$ cat src/hw/rtl/assert_macros.svh
// assertion macros used by the console writer rtl
`ifndef ASSERT_MACROS_SVH
`define ASSERT_MACROS_SVH

`ifndef SYNTH

`define ASSERT_IMPLIES(label, clk, rst_n, ante, cons) \
  label: assert property (@(posedge clk) disable iff (!rst_n) (ante) |-> (cons)) \
    else $error("assertion failed");

`define ASSERT_NEXT(label, clk, rst_n, ante, cons) \
  label: assert property (@(posedge clk) disable iff (!rst_n) (ante) |=> (cons)) \
    else $error("assertion failed");

`else

`define ASSERT_IMPLIES(label, clk, rst_n, ante, cons)

`define ASSERT_NEXT(label, clk, rst_n, ante, cons)

`endif

`endif

$ cat src/hw/rtl/tcw_pkg.sv
// types and constants of the text console writer
package tcw_pkg;

  localparam int COLUMNS    = 80;
  localparam int ROWS       = 25;
  localparam int CELL_COUNT = COLUMNS * ROWS;

  localparam int CELL_W = 16;
  localparam int CHAR_W = 8;
  localparam int ATTR_W = 8;
  localparam int IDX_W  = 11;

  localparam int COL_W  = $clog2(COLUMNS);
  localparam int ROW_W  = $clog2(ROWS);
  localparam int ADDR_W = $clog2(CELL_COUNT);
  localparam int SUM_W  = ADDR_W + 1;
  localparam int WIDE_W = ((ADDR_W > IDX_W) ? ADDR_W : IDX_W) + 1;

  localparam logic [CELL_W-1:0] BLANK_CELL   = 16'h0720;
  localparam logic [CHAR_W-1:0] NEWLINE_CODE = 8'd10;
  localparam logic [ATTR_W-1:0] ATTR_RESET   = 8'd7;

  typedef enum logic {
    KIND_PUT  = 1'b0,
    KIND_READ = 1'b1
  } kind_e;

  typedef enum logic [1:0] {
    ST_CLEAR,
    ST_IDLE,
    ST_SCROLL,
    ST_DONE
  } state_e;

  typedef struct packed {
    logic accept;
    logic init_wr;
    logic scroll_wr;
    logic cnt_rst;
    logic load_out;
  } cmd_t;

  typedef struct packed {
    logic acc_scroll;
    logic cnt_init_last;
    logic cnt_row_last;
    logic out_free;
  } stat_t;

endpackage

$ cat src/hw/rtl/tcw_ctrl.sv
// controller state machine of the text console writer
module tcw_ctrl
  import tcw_pkg::*;
(
  input  logic  clk_i,
  input  logic  rst_ni,
  input  logic  in_valid_i,
  output logic  in_stall_o,
  input  stat_t stat_i,
  output cmd_t  cmd_o
);

  state_e state_q, state_d;

  always_ff @(posedge clk_i or negedge rst_ni) begin
    if (!rst_ni) begin
      state_q <= ST_CLEAR;
    end else begin
      state_q <= state_d;
    end
  end

  always_comb begin
    state_d = state_q;
    unique case (state_q)
      ST_CLEAR: begin
        if (stat_i.cnt_init_last) state_d = ST_IDLE;
      end
      ST_IDLE: begin
        if (in_valid_i) begin
          state_d = stat_i.acc_scroll ? ST_SCROLL : ST_DONE;
        end
      end
      ST_SCROLL: begin
        if (stat_i.cnt_row_last) state_d = ST_DONE;
      end
      ST_DONE: begin
        if (stat_i.out_free) state_d = ST_IDLE;
      end
      default: state_d = ST_CLEAR;
    endcase
  end

  always_comb begin
    cmd_o      = '0;
    in_stall_o = 1'b1;
    unique case (state_q)
      ST_CLEAR: begin
        cmd_o.init_wr = 1'b1;
        cmd_o.cnt_rst = stat_i.cnt_init_last;
      end
      ST_IDLE: begin
        in_stall_o    = 1'b0;
        cmd_o.accept  = in_valid_i;
        cmd_o.cnt_rst = 1'b1;
      end
      ST_SCROLL: begin
        cmd_o.scroll_wr = 1'b1;
      end
      ST_DONE: begin
        cmd_o.load_out = stat_i.out_free;
      end
      default: begin
        cmd_o.cnt_rst = 1'b1;
      end
    endcase
  end

endmodule

$ cat config.mk
export PLATFORM = sky130hd
export DESIGN_NAME = tcw_ctrl
export DESIGN_NICKNAME = d
export VERILOG_FILES = /design/src/hw/rtl/assert_macros.svh /design/src/hw/rtl/tcw_pkg.sv /design/src/hw/rtl/tcw_ctrl.sv
export SDC_FILE = /design/constraint.sdc
export NUM_CORES = 1
export LEC_CHECK = 0
export ABC_AREA = 1
export BUFFER_PORTS_ARGS = -buffer_cell sky130_fd_sc_hd__buf_4
export CORE_AREA = 5 5 42 44
export CTS_CLUSTER_SIZE = 10
export DETAILED_ROUTE_END_ITERATION = 10
export DIE_AREA = 0 0 47 49
export HOLD_SLACK_MARGIN = 0.15
export SETUP_SLACK_MARGIN = 0.1
export SLEW_MARGIN = 20
export SYNTH_ARGS = -nofsm -noshare
export SYNTH_HDL_FRONTEND = slang
export SYNTH_SLANG_ARGS = --single-unit
$ cat constraint.sdc
create_clock -name clk_i -period 1.2 [get_ports clk_i]
set_input_delay 0.12 -clock clk_i [delete_from_list [all_inputs] [get_ports clk_i]]
set_output_delay 0.12 -clock clk_i [all_outputs]
set_load 0.02 [all_outputs]
---- After elaboration in Yosys (flattened, before gate mapping) ----
Cells that the tools add are included.
W data, S select, Z words.
storage, ports and cells
  word-level logic and storage cells ...... 22
  bits in registers ....................... 2
  bits of input ports ..................... 7
  output and inout bits ................... 6
operators by class
  equality and inequality tests ........... 7
  reduce and logical (&&, ||, !) cells .... 2
  multiplexer cells ....................... 12
operators by type and width
  operator              number
  $mux W2               4
  $ne A2 B2 Y1 const B  4
  $pmux W2 S4           1
  $mux W1               6
  $eq A2 B2 Y1 const B  2
  $reduce_and A4 Y1     1
  $eq A2 B1 Y1 const B  1
  $logic_not A2 Y1      1
  $pmux W1 S2           1

---- Logic depth before layout (Yosys ltp) ----
Gate-level depths: netlist (run 1).
  word-level depth ........................ 3
  depth in mapped cells ................... 8
  depth with buffers taken out ............ 8

---- Least setup slack after synthesis (run 1) ----
OpenSTA, ideal clock, no wires.
  kind .................................... flip-flop to flip-flop
  start point ............................. register state_q[0]
  end point ............................... register state_q[1]
  stages on the path, launching flop included .. 8
  library setup time ...................... 0.120 ns
  data arrival time ....................... 1.093 ns
  data required time ...................... 1.080 ns
  path buffers ............................ 0
  slack ................................... -0.014 ns
  clock period less this slack ............ 1.214 ns
  cell sequence ........................... dfrtp_1 -> inv_1 -> ha_1 -> nand2_2 -> nand2_4 -> nor2_4 -> nand2_1 -> nand2_1
on the way
  word-level cells in the longest chain between the ends .. 3
  elaborated cells between the ends (all ways) .. 10
  those cells by class .................... 7 x eq/ne; 1 x mux; 2 x reduce/logical
ends and longest elaborated chain
  element                                     line            RTL
  from (decl)                                 tcw_ctrl.sv:13  state_e state_q, state_d;
  from (signal assigned)                      tcw_ctrl.sv:19  state_q <= state_d;
  $eq A2 B2 Y1, or another cell as far along  tcw_ctrl.sv:25  unique case (state_q)
  $ne A2 B2 Y1 (no source line)               -
  $reduce_and A4 Y1 (no source line)          -
Several ways; a longest one is shown, not always the timed one.
A chain may end at the register's enable or synchronous reset.

==> results of run 1 <==
-- layout make-up --
type | instances | area share
flip-flops and latches | 2 | 0.112
clock buffers | 3 | 0.0480
multi-input cells | 25 | 0.448
inverters | 9 | 0.0880
repair buffers | 14 | 0.261
well taps | 16 | 0.0427
-- worst max-delay path: cells and delay by family, from the launching register on --
kind,cells,cell delay [ns]
simple gates,1,0.06
buf+inv,3,0.24
flops,1,0.45
fa+ha+maj,1,0.15
-- cell usage after synthesis --
library cell,count
dfrtp_1,2
nor2_4,1
nor2_2,1
o21ai_1,2
nand2_4,1
inv_1,8
ha_1,5
nand2_2,3
inv_2,1
nand2_1,11
nor2_1,1
-- layout by cell type, fill, tap and decap left out, types with 2 or more instances in the layout --
cell type  instances
buf_6              4
dfrtp_2            2
buf_4              9
inv_1              5
nand2_1            8
clkbuf_4           3
o21ai_1            2
inv_4              3
ha_1               2
ha_4               3
nand2_2            6
-- what timing repair did --
item / 4_1_cts / 5_1_grt
gates resized for setup: 10 / 2
endpoints found under the hold margin: 2 / 0
endpoints found under the setup margin: 8 / 8
pin swaps: 5 / 5
buffers inserted: 1 / 0
hold buffers: 1 / 0
-- power groups by stage --
stage / sequential, mW / combinational [mW] / clock (mW)
after detailed placement: 0.173 / 0.840 / 0
after floorplan: 0.161 / 0.637 / 0
after global routing: 0.201 / 1.06 / 0.164
after CTS: 0.192 / 0.952 / 0.155
after global placement: 0.171 / 0.839 / 0
final: 0.190 / 0.943 / 0.148
-- kinds of logic after synthesis --
family                     count (synthesis)  synth area share
adders and majority gates                  5             0.251
buffers and inverters                      9             0.136
AOI/OAI and AO/OA                          2            0.0402
and+or+nand+nor                           18             0.372
DFF                                        2             0.201
-- metal layers --
layer	vias up	global-route usage
met1	108	0.0547
met5	-	0
met4	0	0.0553
met2	7	0.0724
met3	0	0.0369
li1	140	-
-- metrics by stage --
| step | utilization | setup WS [ns] | setup TNS (ns) |
|---|---|---|---|
| floorplan | - | 0.0771 | 0 |
| global placement | 0.285 | 0.0199 | 0 |
| detailed placement | 0.285 | -0.00556 | -0.00556 |
| CTS | 0.333 | -0.0616 | -0.177 |
| global route | 0.335 | -0.112 | -0.465 |
| finish | 0.335 | -0.0458 | -0.120 |
-- worst max-delay path by stage --
stage | from | end | slack (ns)
detailed placement | state_q[1] | state_q[0] | -0.006
global route | state_q[1] | cmd_o[1] | -0.11
floorplan | state_q[1] | state_q[0] | 0.08
global placement | state_q[1] | state_q[0] | 0.02
finish | state_q[1] | cmd_o[1] | -0.05
CTS | state_q[0] | cmd_o[1] | -0.06
==> reports/results.txt, run 1 <==
R2R Path End: state_q[0]
R2R Setup Slk: 0.01 ns
internal power: 680 uW
Sequential Area: 52.6 um^2
Multi-input gate area: 210 um^2
largest net degree at the start of global routing: 6
Die Wd: 47 um
DRC: 0
Max VDD drop: 0.600 mV
Metal-1 WL: 172 um
worst-path fanout max: 5
post-synth top area cell: ha_1
cell row count: 14
placed inst area: 399 um^2
sw frac: 0.469
die height: 49 um
H-tree levels: 1
status: finished with violations
Hold Crit Class: in2async
die footprint: 2300 um^2
syn_area_per_cell: 6.92 um^2
Synth warnings: 0
FMAX: 0.803 GHz
Area contributors post-synth: ha_1 25%, dfrtp_1 20%, nand2_1 17%
Crit path required time: 1.08 ns
fillcell total: 156
P_leak: 0.250 nW
Reg with most FFs: state_q
syn_nets: 48
antenna viol nets, final: 0
Crit path largest cell delay: 0.45 ns
share of cells above drive strength 1: 0.642
initial drt markers: 0
Worst path slowest cell: dfrtp_2
CP Capture Type: output port
Initial Utilization: 0.178
crit path launch type: flip-flop
I/O Pins: 13
overall routing resource usage: 0.0556
uppermost layer routed: met3
GP Congestion: 0.611
post-route cell area: 469 um^2
R2R Path Start: state_q[0]
Avg WL per Cell: 7.28 um
worst skew pair latency: 0.22 ns
cts bufs inserted: 3
registers with the most flip-flops: state_q (2)
Overflow after GRT: 0
Design Power: 1.28 mW
placed cells: 64
vias in the first global route: 234
area grow syn2layout: 88.4%
Largest register FFs: 2
critical path class: reg2out
Tightest Pin Transition: 0.150 ns
clock power share: 0.116
hpwl dp: 426 um
clk buf depth: 2
final hold vios: 0
CTS tree: done
cell count of the worst reg-to-reg path: 7
P_sw: 600 uW
DRT Pass-1 Iters: 1
CORE AREA: 1400 um^2
synthesized area: 249 um^2
worst endpoint data arrival time: 1.13 ns
Comb pwr share: 0.736
# setup viols final: 4
Root Driver: clkbuf_4
Cells after Synth: 36
power per cell area: 2730 nW/um^2
final worst slack: -0.0458 ns
Nets: 67
Reg power frac: 0.148
RSZ-0062 raised after global routing: true
n_diodes: 0
IO Port Bufs: 12
worst hold slack: 0.216 ns
# clock sinks: 2
share of the synthesized area in the top cell type: 0.251
relative slew slack: 0.900
CTS clk-pin slew, worst paths: 0.03 ns
Post-Layout Cell Count: 69
first-pass GRT wire length: 862 um
initial antenna violation count: 0
Detail Route met3 WL: 55 um
metal2 WL: 274 um
worst path cell trace: inv_4 -> ha_4 -> inv_4 -> nand2_2 -> buf_6
count of cell types in the netlist: 11
drt via density: 3.70
vias: 255
Tmin final: 1.25 ns
FF+latch count, synth: 2
Clock Skew: 0.00281 ns
Max Slew Vio Count: 0
Final period util: 1.04
MaxCap Viol Count: 0
post-synthesis sequential area ratio: 0.201
CP dominant cell by count: inv_4
failing checks: negative setup slack
Routed WL: 502 um
Power figures use the tool's default switching activity.
==> run 2, diff against run 1 <==
REMOVE_ABC_BUFFERS = 1   (was default)
==> run 2 against run 1 <==
The run still ends with negative setup slack left. Core utilization grew 1.3 points. Design area is 4.0% higher. Die area unchanged. Largest cell class unchanged. Highest routed layer unchanged.
==> reports/results.txt, run 2 (synthesis results as in run 1) <==
vias in the first global route: 247 (+5.6%)
status: finished with violations
CORE AREA: 1400 um^2 (unchanged)
final hold vios: 0 (unchanged)
sw frac: 0.462 (-0.00655)
# setup viols final: 3 (-1)
power per cell area: 2810 nW/um^2 (+2.9%)
vias: 266 (+4.3%)
RSZ-0062 raised after global routing: true
internal power: 737 uW (+8.4%)
H-tree levels: 1 (unchanged)
critical path class: reg2out
Routed WL: 623 um (+24%)
Max VDD drop: 0.657 mV (+9.4%)
crit path launch type: flip-flop
largest net degree at the start of global routing: 5 (-1)
P_sw: 634 uW (+5.6%)
Overflow after GRT: 0 (unchanged)
cts bufs inserted: 3 (unchanged)
worst endpoint data arrival time: 1.12 ns (about the same)
clk buf depth: 2 (unchanged)
DRC: 0 (unchanged)
cell row count: 14 (unchanged)
worst skew pair latency: 0.22 ns (about the same)
Crit path max-delay family: flip-flops
share of cells above drive strength 1: 0.679 (+0.0371)
grt met3 use: 0.0111 (-0.0258)
I/O Pins: 13 (unchanged)
GP Congestion: 0.624 (+2.1%)
worst path cell trace: inv_4 -> ha_4 -> nand2_2 -> nand2_2 -> buf_6
CP dominant cell by count: nand2_2
Crit path largest cell delay: 0.44 ns (about the same)
CP Capture Type: output port
# clock sinks: 2 (unchanged)
commonest non-fill, non-tap cell in the layout: buf_4
Tightest Pin Transition: 0.139 ns (-0.0105 ns)
CP bufs+invs: 2 (-1)
area grow syn2layout: 96.0%
CTS tree: done
die footprint: 2300 um^2 (unchanged)
drt via density: 3.69 (about the same)
worst-path fanout max: 4 (-1)
FMAX: 0.806 GHz (+0.43%)
registers with the most flip-flops: state_q (2)
Worst path slowest cell: dfrtp_2
DRT Pass-1 Iters: 1 (unchanged)
met1 usage: 0.0482 (-0.00646)
initial antenna violation count: 0 (unchanged)
Reg with most FFs: state_q
Root Driver: clkbuf_4
Hold Crit Class: in2async
hpwl dp: 406 um (-4.8%)
Final period util: 1.03 (-0.00449)
clock power share: 0.104 (-0.012)
n_diodes: 0 (unchanged)
Max Slew Vio Count: 0 (unchanged)
Clock Skew: 0.000202 ns (-0.00261 ns)
overall routing resource usage: 0.0549 (-0.000665)
Initial Utilization: 0.178 (unchanged)
IO Port Bufs: 12 (unchanged)
die height: 49 um (unchanged)
final core occ: 0.348 (+0.0134)
Avg WL per Cell: 8.65 um (+19%)
antenna viol nets, final: 0 (unchanged)
Die Wd: 47 um (unchanged)
Reg power frac: 0.119 (-0.029)
CTS clk-pin slew, worst paths: 0.03 ns (about the same)
met2 Use GR: 0.0995 (+0.0271)
Tmin final: 1.24 ns (-0.00539 ns)
Largest register FFs: 2 (unchanged)
Nets: 70 (+4.5%)
first-pass GRT wire length: 910 um (+5.6%)
relative slew slack: 0.907 (+0.00697)
Comb pwr share: 0.777 (+0.041)
P_leak: 0.271 nW (+8.5%)
final worst slack: -0.0405 ns (+0.00539 ns)
commonest cells after routing, fill and taps aside: 12 x buf_4, 8 x nand2_1, 5 x nand2_2, 5 x inv_1, 4 x buf_6
failing checks: negative setup slack
Crit path required time: 1.08 ns (about the same)
initial drt markers: 0 (unchanged)
final setup TNS: -0.0859 ns (+0.0339 ns)
MaxCap Viol Count: 0 (unchanged)
GRT Max-Usage Layer: met2
run 2: cell types whose count changed in the layout (fill, tap and decap cells not counted), moves of 2 or more:
| cell | delta |
|---|---|
| o21ai_2 | +2 |
| inv_2 | +2 |
| o21ai_1 | -2 |
| inv_4 | -2 |
| buf_4 | +3 |
run 2: worst register-to-register path, delay by kind of cell (launching register included):
family          cells  cell delay (ns)
fa+ha+maj           1             0.17
simple gates        3             0.18
compound gates      1             0.11
buf+inv             2             0.20
flops               1             0.42
run 2: routing by layer:
metal	vias up	part of all wire
met5	-	0
met4	0	0
met3	0	0.053
met2	5	0.61
met1	117	0.33
li1	144	-
run 2: final timing paths:
kind	startpoint	to	slack [ns]	depth (start not counted)
worst min register to register	state_q[1]	state_q[1]	0.65	3
worst min-delay path	rst_ni	state_q[1]	0.22	2
max in group asynchronous	rst_ni	state_q[0]	0.88	2
worst max-delay path	state_q[0]	cmd_o[1]	-0.04	5
worst max register to register	state_q[0]	state_q[1]	0.01	7
min in group clk_i	stat_i[3]	state_q[0]	0.29	6
run 2: metrics by stage:
| stage | hold WS [ns] | setup slack (ns) | area (um^2) | power [mW] | instances |
|---|---|---|---|---|---|
| 5_1_grt | 0.212 | -0.0954 | 488 | 1.49 | 72 |
| 6_report | 0.222 | -0.0405 | 488 | 1.37 | 72 |
| 4_1_cts | 0.208 | -0.0546 | 458 | 1.26 | 71 |
| 2_1_floorplan | -0.176 | -0.0135 | 249 | 0.660 | 36 |
| 3_3_place_gp | -0.0965 | 0.0174 | 359 | 0.876 | 64 |
| 3_5_place_dp | -0.0958 | 0.0128 | 359 | 0.880 | 64 |
run 2: power by group through the flow:
stage | clock network (mW) | logic (mW) | registers, mW
finish | 0.142 | 1.07 | 0.163
CTS | 0.158 | 0.950 | 0.157
floorplan | 0 | 0.520 | 0.140
global placement | 0 | 0.725 | 0.151
detailed placement | 0 | 0.729 | 0.151
global route | 0.162 | 1.16 | 0.168
run 2: repair_timing:
action,4_1_cts,5_1_grt
hold endpoints to repair,2,0
endpoints found under the setup margin,8,8
pin swaps,4,2
gates resized for setup,12,8
hold buffers,1,0
setup buffers,3,1
run 2: area by class of cell:
type / instances / area, um^2
tap: 16 / 20.0
fill: 150 / 913
clock buffer: 3 / 22.5
multi-input combinational: 25 / 213
sequential: 2 / 51.3
timing repair buffer: 17 / 145
inverter: 9 / 36.3
